`src/sv/spc_pkg.sv`:
```
// Shared types, constants and the CRC-16-CCITT byte update for the
// space packet header CRC checker. No dependencies.
`timescale 1ns / 1ps
`default_nettype none

package spc_pkg;

  localparam logic [15:0] CrcPoly       = 16'h1021;
  localparam logic [15:0] CrcPreset     = 16'hFFFF;
  localparam int unsigned HdrBytes      = 6;
  localparam int unsigned HdrKept       = 4;
  localparam logic [2:0]  NoCrcVerReset = 3'd3;

  localparam logic [2:0] PosHdrKept = 3'(HdrKept);
  localparam logic [2:0] PosHdrFull = 3'(HdrBytes);

  // Snapshot of a packet at its final byte, passed tracker -> result stage
  typedef struct packed {
    logic [3:0][7:0] hdr;       // header bytes 0..3, index 0 first
    logic            crc_zero;  // residue over the whole packet is zero
    logic            short_pkt; // fewer than six bytes arrived
  } spc_pkt_t;

  // Advance the CRC over one byte, MSB first
  function automatic logic [15:0] crc_byte(logic [15:0] crc, logic [7:0] b);
    logic [15:0] c;
    c = crc ^ {b, 8'h00};
    for (int i = 0; i < 8; i++) begin
      c = c[15] ? ({c[14:0], 1'b0} ^ CrcPoly) : {c[14:0], 1'b0};
    end
    return c;
  endfunction

endpackage

`default_nettype wire

```
`src/sv/spc_result.sv`:
```
// Result register: decodes header fields and quality, holds them for the
// receiver. Depends on spc_pkg.
`timescale 1ns / 1ps
`default_nettype none

module spc_result (
  input  wire logic              clk_i,
  input  wire logic              rst_ni,
  input  wire logic              load_i,
  input  wire spc_pkg::spc_pkt_t pkt_i,
  input  wire logic [2:0]        no_crc_version_i,
  input  wire logic              out_ready_i,
  output logic                   out_valid_o,
  output logic [2:0]             version_o,
  output logic                   packet_type_o,
  output logic                   sec_header_present_o,
  output logic [10:0]            apid_o,
  output logic [1:0]             sequence_flags_o,
  output logic [13:0]            sequence_count_o,
  output logic                   crc_checked_o,
  output logic                   crc_ok_o,
  output logic                   short_packet_o,
  output logic                   quality_good_o
);

  logic        valid_q, valid_d;
  logic [2:0]  ver_d;
  logic        chk_d, good_d;

  logic [2:0]  version_q;
  logic        packet_type_q;
  logic        sec_header_present_q;
  logic [10:0] apid_q;
  logic [1:0]  sequence_flags_q;
  logic [13:0] sequence_count_q;
  logic        crc_checked_q;
  logic        crc_ok_q;
  logic        short_packet_q;
  logic        quality_good_q;

  always_comb begin
    ver_d  = pkt_i.hdr[0][7:5];
    chk_d  = (ver_d != no_crc_version_i);
    good_d = !(chk_d && !pkt_i.crc_zero) && !pkt_i.hdr[0][4] && !pkt_i.short_pkt;

    valid_d = valid_q;
    if (load_i) begin
      valid_d = 1'b1;
    end else if (out_ready_i) begin
      valid_d = 1'b0;
    end
  end

  always_ff @(posedge clk_i or negedge rst_ni) begin
    if (!rst_ni) begin
      valid_q <= 1'b0;
    end else begin
      valid_q <= valid_d;
    end
  end

  always_ff @(posedge clk_i) begin
    if (load_i) begin
      version_q            <= ver_d;
      packet_type_q        <= pkt_i.hdr[0][4];
      sec_header_present_q <= pkt_i.hdr[0][3];
      apid_q               <= {pkt_i.hdr[0][2:0], pkt_i.hdr[1]};
      sequence_flags_q     <= pkt_i.hdr[2][7:6];
      sequence_count_q     <= {pkt_i.hdr[2][5:0], pkt_i.hdr[3]};
      crc_checked_q        <= chk_d;
      crc_ok_q             <= pkt_i.crc_zero;
      short_packet_q       <= pkt_i.short_pkt;
      quality_good_q       <= good_d;
    end
  end

  assign out_valid_o          = valid_q;
  assign version_o            = version_q;
  assign packet_type_o        = packet_type_q;
  assign sec_header_present_o = sec_header_present_q;
  assign apid_o               = apid_q;
  assign sequence_flags_o     = sequence_flags_q;
  assign sequence_count_o     = sequence_count_q;
  assign crc_checked_o        = crc_checked_q;
  assign crc_ok_o             = crc_ok_q;
  assign short_packet_o       = short_packet_q;
  assign quality_good_o       = quality_good_q;

endmodule

`default_nettype wire

```
`config.mk`:
```
export PLATFORM = sky130hd
export DESIGN_NAME = spc_result
export DESIGN_NICKNAME = d
export VERILOG_FILES = /design/src/sv/spc_pkg.sv /design/src/sv/spc_result.sv
export SDC_FILE = /design/constraint.sdc
export NUM_CORES = 1
export LEC_CHECK = 0
export ABC_AREA = 1
export BUFFER_PORTS_ARGS = -buffer_cell sky130_fd_sc_hd__buf_2
export CAP_MARGIN = 40
export CELL_PAD_IN_SITES_DETAIL_PLACEMENT = 0
export CELL_PAD_IN_SITES_GLOBAL_PLACEMENT = 1
export CORE_ASPECT_RATIO = 1.1
export CORE_MARGIN = 2
export CORE_UTILIZATION = 34
export CTS_CLUSTER_SIZE = 20
export DETAILED_ROUTE_END_ITERATION = 16
export GPL_TIMING_DRIVEN = 0
export PLACE_DENSITY = 0.78
export SLEW_MARGIN = 10
export SYNTH_ARGS = -nofsm -noshare
export SYNTH_HDL_FRONTEND = slang
export SYNTH_SLANG_ARGS = --single-unit
```
`constraint.sdc`:
```
create_clock -name clk_i -period 1.6 [get_ports clk_i]
set_input_delay 0 -clock clk_i [delete_from_list [all_inputs] [get_ports clk_i]]
set_output_delay 0 -clock clk_i [all_outputs]
set_load 0.02 [all_outputs]
```
# Yosys cells after proc, flatten, opt, wreduce, memory -nomap -nowiden

Index checks and enable logic that the tools add are counted.

Register bits: 37
Input bits: 41
Word-level logic and storage cells: 22

Equal/unequal tests: 1
Mux-type cells: 2
Reduce and logical (&&, ||, !) cells: 8

Operators with widths:

| operator          | number |
|---|---|
| $logic_not 1->1   | 4 |
| $logic_and 1x1->1 | 3 |
| $ne 3x3->1        | 1 |
| $mux 1            | 2 |
| $reduce_bool 2->1 | 1 |

# Logic depth before layout (Yosys ltp)

Gate-level depths: netlist of the first run.

Depth in word-level cells: 5
Gate-level depth with buffers: 5
Depth with buffers taken out: 5

# Worst setup path before layout of the first run

No wires, ideal clock.

Path kind: register -> register
Start point: reg, netlist name out_valid_o
End point: reg valid_q, in the netlist out_valid_o
Library setup time: 124 ps
Data arrival time: 552 ps
Required time: 1476 ps
Path slack: 924 ps
Cell stages (with the launch flop): 3
Path buffers: 0
Period minus slack after synthesis: 676 ps
Path through: dfrtp_1 -> inv_1 -> o21bai_1

RTL lines:

| element                | line             | RTL |
|---|---|---|
| end signal: assignment | spc_result.sv:58 | `valid_q <= valid_d;` |
| end: declaration       | spc_result.sv:26 | `logic valid_q, valid_d;` |

# Worst setup path in the final report of the first run

Start point: reg sequence_count_q[1], in the netlist sequence_count_o[1]
End point: out sequence_count_o[1]

RTL lines:

| element                  | line             | RTL |
|---|---|---|
| start: declaration       | spc_result.sv:35 | `logic [13:0] sequence_count_q;` |
| start signal: assignment | spc_result.sv:69 | `sequence_count_q <= {pkt_i.hdr[2][5:0], pkt_i.hdr[3]};` |
| end: declaration         | spc_result.sv:19 | `output logic [13:0] sequence_count_o,` |

No word-level cell between the ends.

==> impl.org, run 1 <==
** Synthesis
- Main flop type after synthesis :: sky130_fd_sc_hd__edfxtp_1
- Complex-gate fraction of the synthesized area :: 1.36%
- By area, the combinational part of the netlist is dominated by simple AND/OR/NAND/NOR gates.
- The commonest cells after synthesis are sky130_fd_sc_hd__edfxtp_1, sky130_fd_sc_hd__inv_1, sky130_fd_sc_hd__nand2_1.
- Syn_nets :: 95
- Measured against the total synthesized area, the mux share comes to 0%.
- Cell count after synthesis :: 54
- Synth Area in XOR/XNOR :: 0.735%
- The synthesized design contains 36 enable-type register cells.
- Share of the yosys chip area belonging to registers :: 92.8%
- Avg Cell Area, Syn :: 22.1 µm²
- Post-synthesis share of cell area spent on full adders, half adders and majority gates :: 0%
- Share of async-settable or async-resettable flops after synthesis :: 2.70%
- Simple logic cell fraction of the synthesized area :: 3.25%
- Distinct cell type count of the synthesized netlist :: 9
- YS warnings :: 0
- By area the synthesized netlist is led by sky130_fd_sc_hd__edfxtp_1, sky130_fd_sc_hd__dfrtp_1, sky130_fd_sc_hd__inv_1, sky130_fd_sc_hd__nand2_1, sky130_fd_sc_hd__nand3_2.
- After synthesis the netlist holds a flip-flop and latch count of 37.
- Of the post-synthesis cell area, the dominant cell type holds 90.7%.
- Of all cell types, the one taking the most synthesized area is sky130_fd_sc_hd__edfxtp_1.
- By instance count, the leading cell after synthesis is sky130_fd_sc_hd__edfxtp_1.
- The synthesized netlist occupies a cell area of 0.00119 mm².

** Pwr
- Pwr/cell area :: 924 mW/mm²
- Summed over all nets, the switching power comes to 451 µW.
- Worst-case vdd ir drop :: 0.487 mV
- Relative contribution of combinational cells to total power :: 17.1%
- Of the total power, registers draw 61.0%.
- Total Power Consumption :: 1910 µW
- Net switching is 23.7% of the power.
- Leakage :: 0.000912 µW
- Internal portion of total power :: 1460 µW
- Of the total power, the clock network draws 22.0%.

** Clock tree
- Clock Sink Count :: 37
- Buffers added to address setup during post-CTS repair amount to 0.
- Clock network latency to the later pin of the worst-skew pair :: 0.31 ns
- Clock Path Buffers :: 2
- Clock tree from TritonCTS :: done
- CTS Root Cell :: sky130_fd_sc_hd__clkbuf_4
- CTS HTree Levels :: 2
- Buffers inserted to repair hold after CTS numbered 38.
- After clock tree synthesis, the clock-pin slew on the worst setup and hold paths is 0.10 ns.
- The number of gates resized after CTS was 0.
- The number of clock buffers added by TritonCTS is 5.

** Routing
- Via density :: 4.06
- Average routed wire per standard cell :: 12.1 µm
- For this block, the routed nets add up to 2710 µm of wire.
- Length of the first detailed-routing pass in iterations :: 2
- Number of antenna-violating nets in the routed design :: 0
- The final route contains 910 vias.
- The first routing iteration left 9 violations.
- Number of remaining DRC errors :: 0

** Critical path
- For this run, the slowest stage of the critical path takes 0.40 ns.
- On the critical path, the stage with the largest delay is an instance of sky130_fd_sc_hd__edfxtp_1.
- At the worst endpoint, the required time is 1.60 ns.
- Of all nets on the critical path, the largest fanout is 1.
- Count of cells along the worst register-to-register path :: 2
- Walking the worst path, the cells encountered are buf_2.
- Data on the critical path arrives at its endpoint at 0.89 ns.
- Minimum setup slack among reg-to-reg paths :: 0.99 ns
- On the critical path the largest part of the delay comes from flip-flops.
- Buffers & Inverters on Critical Path :: 1
- Worst Setup End Kind :: output pin
- The critical path in this run is classified as flip-flop to output pin.
- In this run the critical register-to-register path is launched from out_valid_o.
- The endpoint identified for the worst register-to-register timing path is out_valid_o.
- Startpoint class of the critical path :: flip-flop

** Worst hold path
- Launch point of the worst hold path :: no_crc_version_i[0]
- Endpoint with the worst hold slack :: crc_checked_o
- The path class of the tightest hold or removal check is input pin to flip-flop.
- Count of cells along the worst hold path :: 4

** Timing
- Setup repair after global routing left no endpoint under its margin.
- Crit share post-route :: 55.5%
- The worst pin sits at a relative slew slack of 47.2%.
- Count of final hold-check violations :: 0
- Sum of negative setup slack :: 0 ns
- Setup violations remaining at the end of the flow were counted as 0.
- The final max-slew violation count came to 0.
- FMAX :: 1130 MHz
- Final worst path period need :: 0.888 ns
- At the pin with the least slew margin, the transition time is 0.792 ns.
- The clock arrives with 0 ns of skew.

** Floorplanning
- Number of I/O pins :: 78
- The region available for standard cell placement spans 0.00336 mm².
- Row count :: 22
- Y dimension of the die :: 66.1 µm
- Area of the die :: 0.00400 mm²
- DIE WIDTH :: 60.5 µm
- The initial utilization of the core area, before any placement, comes to 35.5%.

** Global route
- Global routing finished with a remaining overflow of 0.
- Across every metal layer, demand over resource in global routing totals 14.5%.
- The number of global-route vias before repair is 994.
- The initial antenna violation count came to 0.
- Maximum number of pins on one net before global-route repair :: 38
- Global-route wire length before repair :: 4180 µm

** Cells and area
- Layout net count :: 217
- The area growth from synthesis to layout is 73.0%.
- Cells with a size suffix above 1 make up 48.3% of the layout.
- The filler cells instantiated in the layout total 286.
- 0 antenna diodes ended up in the layout.

** Placement
- Detailed placement ended at an HPWL of 1670 µm.
- Input and output buffers added on the ports amount to 77.
- RePlAce Congestion :: 0.651

** Job
- Max-cap violations in this run came to 0.

** Status
- Outcome :: finished clean
==> worst min-delay path: cells and delay by family <==
kind          cells  cell delay, ns
buf+inv           1            0.11
simple gates      3            0.19
==> cell families after synthesis <==
kind of cell | after synthesis
compound gates | 2
xor+xnor | 1
buf+inv | 6
flops | 37
simple gates | 8
==> per-stage QoR <==
step	area [µm²]	setup WS (ns)	hold slack, ns	std cells	utilization, %
finish	2060	0.712	0.0806	224	61.4
global route	2060	0.664	0.0766	224	61.4
CTS	2060	0.700	0.0556	224	61.4
detailed placement	1640	0.574	-0.222	179	48.8
global placement	1640	0.627	-0.225	179	48.8
floorplan	1190	0.924	-0.296	54	-
==> placed cells by master (no fill, tap or decap) <==
cell type                       instances
sky130_fd_sc_hd__or2_2                  1
sky130_fd_sc_hd__dfrtp_1                1
sky130_fd_sc_hd__a21oi_2                1
sky130_fd_sc_hd__clkbuf_4               5
sky130_fd_sc_hd__o21bai_1               1
sky130_fd_sc_hd__clkinv_1               1
sky130_fd_sc_hd__xnor2_1                1
sky130_fd_sc_hd__nand2_1                6
sky130_fd_sc_hd__edfxtp_1              36
sky130_fd_sc_hd__inv_1                  6
sky130_fd_sc_hd__dlygate4sd3_1         38
sky130_fd_sc_hd__clkbuf_1               1
sky130_fd_sc_hd__nand3_2                1
sky130_fd_sc_hd__buf_2                 77
==> worst max-delay path by stage <==
stage                   startpoint                  end  cells after the start
5_1_grt             quality_good_o       quality_good_o                      1
2_1_floorplan          out_valid_o          out_valid_o                      2
3_3_place_gp                load_i            apid_o[4]                      1
4_1_cts                out_valid_o          out_valid_o                      1
6_report       sequence_count_o[1]  sequence_count_o[1]                      1
3_5_place_dp                load_i            apid_o[4]                      1
==> registers in the layout, indices dropped and copies added, names as in the netlist <==
register              flops
packet_type_o             1
sequence_flags_o          2
out_valid_o               1
crc_ok_o                  1
quality_good_o            1
version_o                 3
crc_checked_o             1
short_packet_o            1
apid_o                   11
sec_header_present_o      1
sequence_count_o         14
==> power groups by stage <==
stage	registers, µW	logic, µW	clock network (µW)
3_5_place_dp	1180	255	0
6_report	1160	326	419
5_1_grt	1170	350	480
3_3_place_gp	1180	250	0
4_1_cts	1160	327	446
2_1_floorplan	1290	14.8	0
==> per-layer routing <==
layer / global-route usage [%] / vias to the layer above / part of all wire (%)
met1: 14.2 / 421 / 35
met3: 5.87 / 2 / 9.1
met5: 0 / - / 0
met4: 4.89 / 0 / 0.22
li1: - / 439 / -
met2: 26.9 / 48 / 56
==> final cells by class <==
class                      instances  area [µm²]  share of cell area, %
sequential                        37        1110                   53.6
inverter                           6        22.5                   1.09
tap                               48        60.1                   2.91
timing repair buffer             115         766                   37.1
clock buffer                       6        41.3                   2.00
clock inverter                     1        3.75                  0.182
multi-input combinational         11        63.8                   3.09
(Power assumes the default switching activity.)
==> run 2, diff against run 1 <==
--- a/config.mk
+++ b/config.mk
@@ -12,11 +12,11 @@
 export CELL_PAD_IN_SITES_GLOBAL_PLACEMENT = 1
 export CORE_ASPECT_RATIO = 1.1
 export CORE_MARGIN = 2
-export CORE_UTILIZATION = 34
+export CORE_UTILIZATION = 31
 export CTS_CLUSTER_SIZE = 20
 export DETAILED_ROUTE_END_ITERATION = 16
 export GPL_TIMING_DRIVEN = 0
-export PLACE_DENSITY = 0.78
+export PLACE_DENSITY = 0.72
 export SLEW_MARGIN = 10
 export SYNTH_ARGS = -nofsm -noshare
 export SYNTH_HDL_FRONTEND = slang
==> constraint.sdc (replaced) <==
create_clock -name clk_i -period 0.85 [get_ports clk_i]
set_input_delay 0 -clock clk_i [delete_from_list [all_inputs] [get_ports clk_i]]
set_output_delay 0 -clock clk_i [all_outputs]
set_load 0.02 [all_outputs]
==> run 2 against run 1 <==
Flip-flop and latch count unchanged. Global-route usage down 1.4 points. Critical path depth did not move. Combinational power grew 91%. First-iteration DRC count grew to 4.0 times the previous value. Setup slack lost 0.70 ns. Clock power rose to 3.4 times the previous value. Critical endpoint is now apid_o[7]. Largest power group unchanged.
==> impl.org, run 2 (synthesized netlist as in run 1, its figures left out) <==
** Status
- The run finished with clean final reports.

** Timing
- The final max-slew violation count came to 0 (unchanged).
- Endpoints failing setup :: 0 (unchanged)
- The maximum clock skew at final layout was 0 ns (unchanged).
- FMAX :: 1190 MHz
- Sum of negative setup slack :: 0 ns (unchanged)
- The max-slew headroom at the worst pin was 48.2% (+0.97 points).
- Count of final hold-check violations :: 0 (unchanged)
- Setup repair after global routing could not meet its margin everywhere.
- Final worst path period need :: 0.837 ns
- The transition time at the pin with the least slew margin was 0.778 ns (-0.0145 ns).
- Crit share post-route :: 98.5%

** Global route
- Maximum number of pins on one net before global-route repair :: 38 (unchanged)
- Antenna violations before repair :: 0 (unchanged)
- Global-route wire length before repair :: 4250 µm (+1.7%)
- Overall Global Routing Usage :: 13.1% (-1.4 points)
- Number of global-route vias before repair :: 938 (-5.6%)
- The global-route congestion overflow total was 0 (unchanged).

** Cells and area
- Most frequent cells in the layout :: sky130_fd_sc_hd__buf_2, sky130_fd_sc_hd__edfxtp_1, sky130_fd_sc_hd__dlygate4sd3_1
- The number of flip-flops under the largest register name is 14 (unchanged).
- Layout cell share with drive strength beyond 1 :: 49.1% (+0.85 points)
- Layout net count :: 215 (-0.92%)
- Filler cell count :: 311 (+8.7%)
- The area growth from synthesis to layout is 78.8%.
- Most frequent standard cell in the layout excluding fill and tap cells :: sky130_fd_sc_hd__buf_2
- The final design utilization was 58.3% (-3.1 points).
- Antenna diode instance count :: 0 (unchanged)

** Clock tree
- TritonCTS built the clock tree.
- Reg clk slew, reported paths :: 0.07 ns (-0.03 ns)
- Clock Sink Count :: 37 (unchanged)
- The number of CTS-inserted buffers came to 5 (unchanged).
- CTS HTree Levels :: 2 (unchanged)
- CTS Root Cell :: sky130_fd_sc_hd__clkbuf_8
- Clock Path Buffers :: 2 (unchanged)
- The clock insertion delay at the later pin of the skew report came to 0.27 ns (-0.04 ns).

** Floorplanning
- Area of the die :: 0.00436 mm² (+9.1%)
- Placeable core area :: 0.00365 mm² (+8.8%)
- The chip height is 69.0 µm (+4.4%).
- Starting Density :: 32.6% (-2.9 points)
- DIE WIDTH :: 63.1 µm (+4.4%)
- The count of boundary I/O pins came to 78 (unchanged).
- Row count :: 23 (+4.5%)

** Job
- Max Cap Viol :: 0 (unchanged)

** Placement
- Count of input and output buffers :: 77 (unchanged)
- RePlAce Congestion :: 0.634 (-2.5%)
- DP HPWL :: 1680 µm (+1.0%)

** Critical path
- Critical-path maximum fanout :: 1 (unchanged)
- Delay-heaviest family, CP :: flip-flops
- Tracing the worst setup path back leads to its startpoint at apid_o[7].
- The biggest cell delay along the critical path is 0.39 ns (about the same).
- By startpoint and endpoint, the worst setup path is classified as flip-flop to output pin.
- The worst setup path is captured at an output pin.
- Data arrival at the endpoint of the critical path :: 0.84 ns (-0.05 ns)
- Among all stages on the critical path, the largest delay is contributed by sky130_fd_sc_hd__edfxtp_1.
- The critical path ends at apid_o[7].
- Required time of the worst setup path :: 0.85 ns (-0.75 ns)
- Buffers & Inverters on Critical Path :: 1 (unchanged)
- Startpoint class of the critical path :: flip-flop
- In this run the critical register-to-register path is launched from out_valid_o.
- Minimum setup slack among reg-to-reg paths :: 0.25 ns (-0.74 ns)
- The length in cells of the worst reg-to-reg path is 2 (unchanged).
- The critical path goes through buf_2.
- The endpoint identified for the worst register-to-register timing path is out_valid_o.
- The cell depth of the worst setup path came to 1 (unchanged).

** Routing
- Drt total wl :: 2800 µm (+3.4%)
- The first-pass iteration count of the detailed router is 3 (+1).
- Via density :: 4.01 (-1.3%)
- Average routed wire per standard cell :: 12.4 µm (+2.9%)
- The remaining design rule violation count came to 0 (unchanged).
- Initial DRC count :: 36 (+27)
- The count of antenna-violating nets left after detailed routing is 0 (unchanged).
- The via total after detailed routing was 902 (-0.88%).

** Pwr
- The leakage power summed over all cells is 0.000939 µW (+3.0%).
- The worst ir drop on vdd came to 1.02 mV (+110%).
- The power consumption is 4240 µW (+120%).
- The cell area power density came to 1990 mW/mm² (+120%).

** Worst hold path
- Hold/Removal Path Class :: input pin to asynchronous set/reset pin
[run 2: cell count changes in the layout (fill, tap and decap cells not counted), sizes merged]
cell,change
bufinv,+1
dlygate4sd3,-2
[run 2: layout make-up]
type | instances | area [µm²] | area share [%]
inverters | 6 | 22.5 | 1.06
multi-input cells | 11 | 63.8 | 2.99
clock buffers | 6 | 72.6 | 3.40
well taps | 50 | 62.6 | 2.93
clock inverters | 2 | 33.8 | 1.58
repair buffers | 113 | 771 | 36.2
flip-flops and latches | 37 | 1110 | 51.9
[run 2: report_power, final]
group	total [µW]	internal (µW)	switching, µW
Combinational	624	294	330
Sequential	2200	2160	37.2
Clock	1420	865	550
[run 2: timing repair]
action                     in CTS  in global routing
hold endpoints to repair       36                  0
hold buffers                   36                  0
setup endpoints to repair       0                  8
buffers inserted                0                  0
gates resized for setup         0                  8
[run 2: how the worst min path moves through the flow]
| stage | startpoint | endpoint | slack [ns] | cells after the start |
|---|---|---|---|---|
| floorplan | rst_ni | out_valid_o | -0.30 | 0 |
| global placement | rst_ni | out_valid_o | -0.22 | 1 |
| detailed placement | rst_ni | out_valid_o | -0.22 | 1 |
| CTS | rst_ni | out_valid_o | 0.02 | 2 |
| global route | rst_ni | out_valid_o | 0.04 | 2 |
| finish | rst_ni | out_valid_o | 0.04 | 2 |
[run 2: per-layer routing]
metal	routed length [µm]	GRT usage [%]
met1	1030	12.9
met2	1420	22.3
met3	315	6.69
met4	29	6.67
met5	0	0
[run 2: metrics by stage]
| stage | hold WS [ns] | std cells | worst slack (ns) | area [µm²] |
|---|---|---|---|---|
| 3_5_place_dp | -0.222 | 181 | -0.175 | 1640 |
| 6_report | 0.0393 | 225 | 0.0128 | 2130 |
| 2_1_floorplan | -0.296 | 54 | 0.174 | 1190 |
| 4_1_cts | 0.0213 | 225 | 0.00789 | 2110 |
| 5_1_grt | 0.0446 | 225 | -0.0217 | 2130 |
| 3_3_place_gp | -0.225 | 181 | -0.140 | 1640 |
==> run 3, diff against run 2 <==
--- a/config.mk
+++ b/config.mk
@@ -16,7 +16,9 @@
 export CTS_CLUSTER_SIZE = 20
 export DETAILED_ROUTE_END_ITERATION = 16
 export GPL_TIMING_DRIVEN = 0
+export HOLD_SLACK_MARGIN = 0.15
 export PLACE_DENSITY = 0.72
+export SKIP_LAST_GASP = 1
 export SLEW_MARGIN = 10
 export SYNTH_ARGS = -nofsm -noshare
 export SYNTH_HDL_FRONTEND = slang
==> run 3 against run 2 <==
The run now ends with hold timing left. Cell count fell by 0.89%. Flip-flop and latch count did not move. Clock power barely moved. Non-clock buffer count fell by 2. Critical path depth did not move. First-iteration DRC count fell by 8.3%. Core utilization fell by 0.55 points. Clock-buffer cell count did not move. Fmax barely moved. Power fell by 0.14%. Sequential power barely moved.
==> impl.org, run 3 (synthesized netlist as in run 1, its figures left out) <==
** Status
- Outcome :: complete, but fails checks
- Failing checks :: hold timing

** Global route
- Gr ovfl total :: 0 (unchanged)
- The total global routing track utilization is 13.3% (+0.14 points).
- Maximum number of pins on one net before global-route repair :: 38 (unchanged)
- The initial antenna violation count came to 0 (unchanged).
- The first-pass GRT wire length is 4270 µm (+0.49%).
- Number of global-route vias before repair :: 932 (-0.64%)

** Critical path
- The data arrival time at the worst-slack endpoint was 0.84 ns (about the same).
- The number of buffers and inverters on the critical path is 1 (unchanged).
- STA classifies the critical path startpoint as a flip-flop.
- The endpoint identified for the worst register-to-register timing path is out_valid_o.
- The length in cells of the worst reg-to-reg path was 2 (unchanged).
- Startpoint of the worst register-to-register path :: out_valid_o
- Grouping stages by cell kind, the critical path spends the most delay in flip-flops.
- Type of the worst setup path :: flip-flop to output pin
- The worst setup path is captured at an output pin.
- Required time of the worst setup path :: 0.85 ns (about the same)
- Critical-path maximum fanout :: 1 (unchanged)
- On the critical path, the stage with the largest delay is an instance of sky130_fd_sc_hd__edfxtp_1.
- Minimum setup slack among reg-to-reg paths :: 0.25 ns (about the same)
- The signal on the critical path passes through buf_2.
- The biggest cell delay along the critical path was 0.39 ns (about the same).

** Job
- The reported max-cap violation count came to 0 (unchanged).

** Clock tree
- The clock insertion delay at the later pin of the skew report came to 0.27 ns (about the same).
- The number of CTS-inserted buffers came to 5 (unchanged).
- The CTS sink count was 37 (unchanged).
- CTS HTree Levels :: 2 (unchanged)
- In this run the clock root is driven by a sky130_fd_sc_hd__clkbuf_8.
- Clock Path Buffers :: 2 (unchanged)
- TritonCTS built the clock tree.
- The clock slew seen by the registers of the worst setup and hold paths is 0.07 ns (about the same).

** Worst hold path
- Hold/Removal Path Class :: input pin to flip-flop
- Count of cells along the worst hold path :: 1
- The path with the worst hold slack has its endpoint at packet_type_o.
- In this run the most critical hold path is launched from pkt_i[6].

** Cells and area
- Most frequent standard cell in the layout excluding fill and tap cells :: sky130_fd_sc_hd__buf_2
- Filler cell count :: 309 (-0.64%)
- Layout net count :: 213 (-0.93%)
- Antenna diode instance count :: 0 (unchanged)
- Final core utilization :: 57.8% (-0.55 points)
- Area added between synthesis and finish :: 77.1%
- The fraction of layout cells with a size suffix above 1 was 49.7% (+0.57 points).
- The number of flip-flops under the largest register name is 14 (unchanged).
- Sequential cell area :: 0.00111 mm² (unchanged)
- Area taken by multi-input logic gates :: 63.8 µm² (unchanged)
- In the layout the commonest cells are sky130_fd_sc_hd__buf_2, sky130_fd_sc_hd__edfxtp_1, sky130_fd_sc_hd__dlygate4sd3_1.

** Placement
- Count of input and output buffers :: 77 (unchanged)
- DP HPWL :: 1680 µm (unchanged)
- The final weighted congestion in routability-driven placement is 0.634 (unchanged).

** Timing
- Final worst path period need :: 0.837 ns (-0.0000155 ns)
- The worst hold slack across all endpoints was -0.0881 ns (-0.127 ns).
- The maximum clock frequency came to 1190 MHz (about the same).
- Setup repair after global routing could not meet its margin everywhere.
- Crit share post-route :: 98.5% (about the same)
- Worst-case clock skew :: 0 ns (unchanged)
- The final max-slew violation count was 0 (unchanged).
- The max-slew headroom at the worst pin is 48.2% (about the same).
- The final setup violation count was 0 (unchanged).
- The transition time at the pin with the least slew margin came to 0.778 ns (+0.000211 ns).
- Count of final hold-check violations :: 3 (+3)

** Floorplanning
- The width of the die was 63.1 µm (unchanged).
- The number of rows created at floorplan was 23 (unchanged).
- The chip height is 69.0 µm (unchanged).
- Placeable core area :: 0.00365 mm² (unchanged)
- The die area was 0.00436 mm² (unchanged).
- The count of boundary I/O pins came to 78 (unchanged).
- Starting Density :: 32.6% (unchanged)

** Routing
- Via Count :: 895 (-0.78%)
- Initial DRC count :: 33 (-8.3%)
- Drt total wl :: 2810 µm (+0.54%)
- Number of antenna-violating nets in the routed design :: 0 (unchanged)
- Number of remaining DRC errors :: 0 (unchanged)
- The first-pass iteration count of the detailed router is 3 (unchanged).
- Average routed wire per standard cell :: 12.6 µm (+1.4%)
- Via density :: 4.01 (+0.11%)

** Pwr
- Total Power Consumption :: 4230 µW (-0.14%)
- Worst-case vdd ir drop :: 1.02 mV (+0.11%)
- The cell area power density was 2000 mW/mm² (+0.81%).
- Leakage :: 0.000931 µW (-0.89%)
## run 3: cell types whose count changed in the layout (fill, tap and decap cells not counted)
cell,before,now
sky130_fd_sc_hd__dlygate4sd3_1,36,34
## run 3: report_power, final
| group | internal (µW) | switching, µW | leakage (µW) |
|---|---|---|---|
| registers | 2160 | 37.0 | 0.000363 |
| logic | 288 | 330 | 0.000515 |
| clock network | 865 | 551 | 0.0000528 |
## run 3: area by class of cell
type	count	area share, %
Sequential cell	37	52.4
Timing Repair Buffer	111	35.5
Clock buffer	6	3.44
Multi-Input combinational cell	11	3.02
Tap cell	50	2.96
Clock inverter	2	1.60
Inverter	6	1.07
## run 3: worst max path at each step
stage / start / endpoint / slack, ns / cells past startpoint
5_1_grt: apid_o[1] / apid_o[1] / -0.02 / 1
6_report: apid_o[7] / apid_o[7] / 0.01 / 1
3_5_place_dp: load_i / quality_good_o / -0.18 / 1
4_1_cts: short_packet_o / short_packet_o / 0.008 / 1
3_3_place_gp: load_i / crc_checked_o / -0.14 / 1
2_1_floorplan: out_valid_o / out_valid_o / 0.17 / 2
## run 3: metrics by stage
stage          setup TNS, ns  hold WS, ns  std cells  area, µm²  setup WS (ns)
4_1_cts                    0       -0.102        221       2070        0.00789
5_1_grt              -0.0625       -0.102        223       2110        -0.0217
6_report                   0      -0.0881        223       2110         0.0129
2_1_floorplan              0       -0.296         54       1190          0.174
3_3_place_gp           -5.02       -0.225        181       1640         -0.140
3_5_place_dp           -6.34       -0.222        181       1640         -0.175
## run 3: what timing repair did
item | in CTS | in global routing
hold buffers | 32 | 2
setup endpoints to repair | 0 | 8
hold endpoints to repair | 38 | 7
buffers inserted | 0 | 0
resized for setup | 0 | 8
## run 3: per-layer routing
layer	GRT usage, %	vias to the layer above	wire (µm)	part of all wire, %
met5	0	-	0	0
met4	6.67	0	29	1.0
met3	6.53	2	316	11
met2	22.5	54	1440	51
met1	13.3	408	1030	37
li1	-	431	-	-
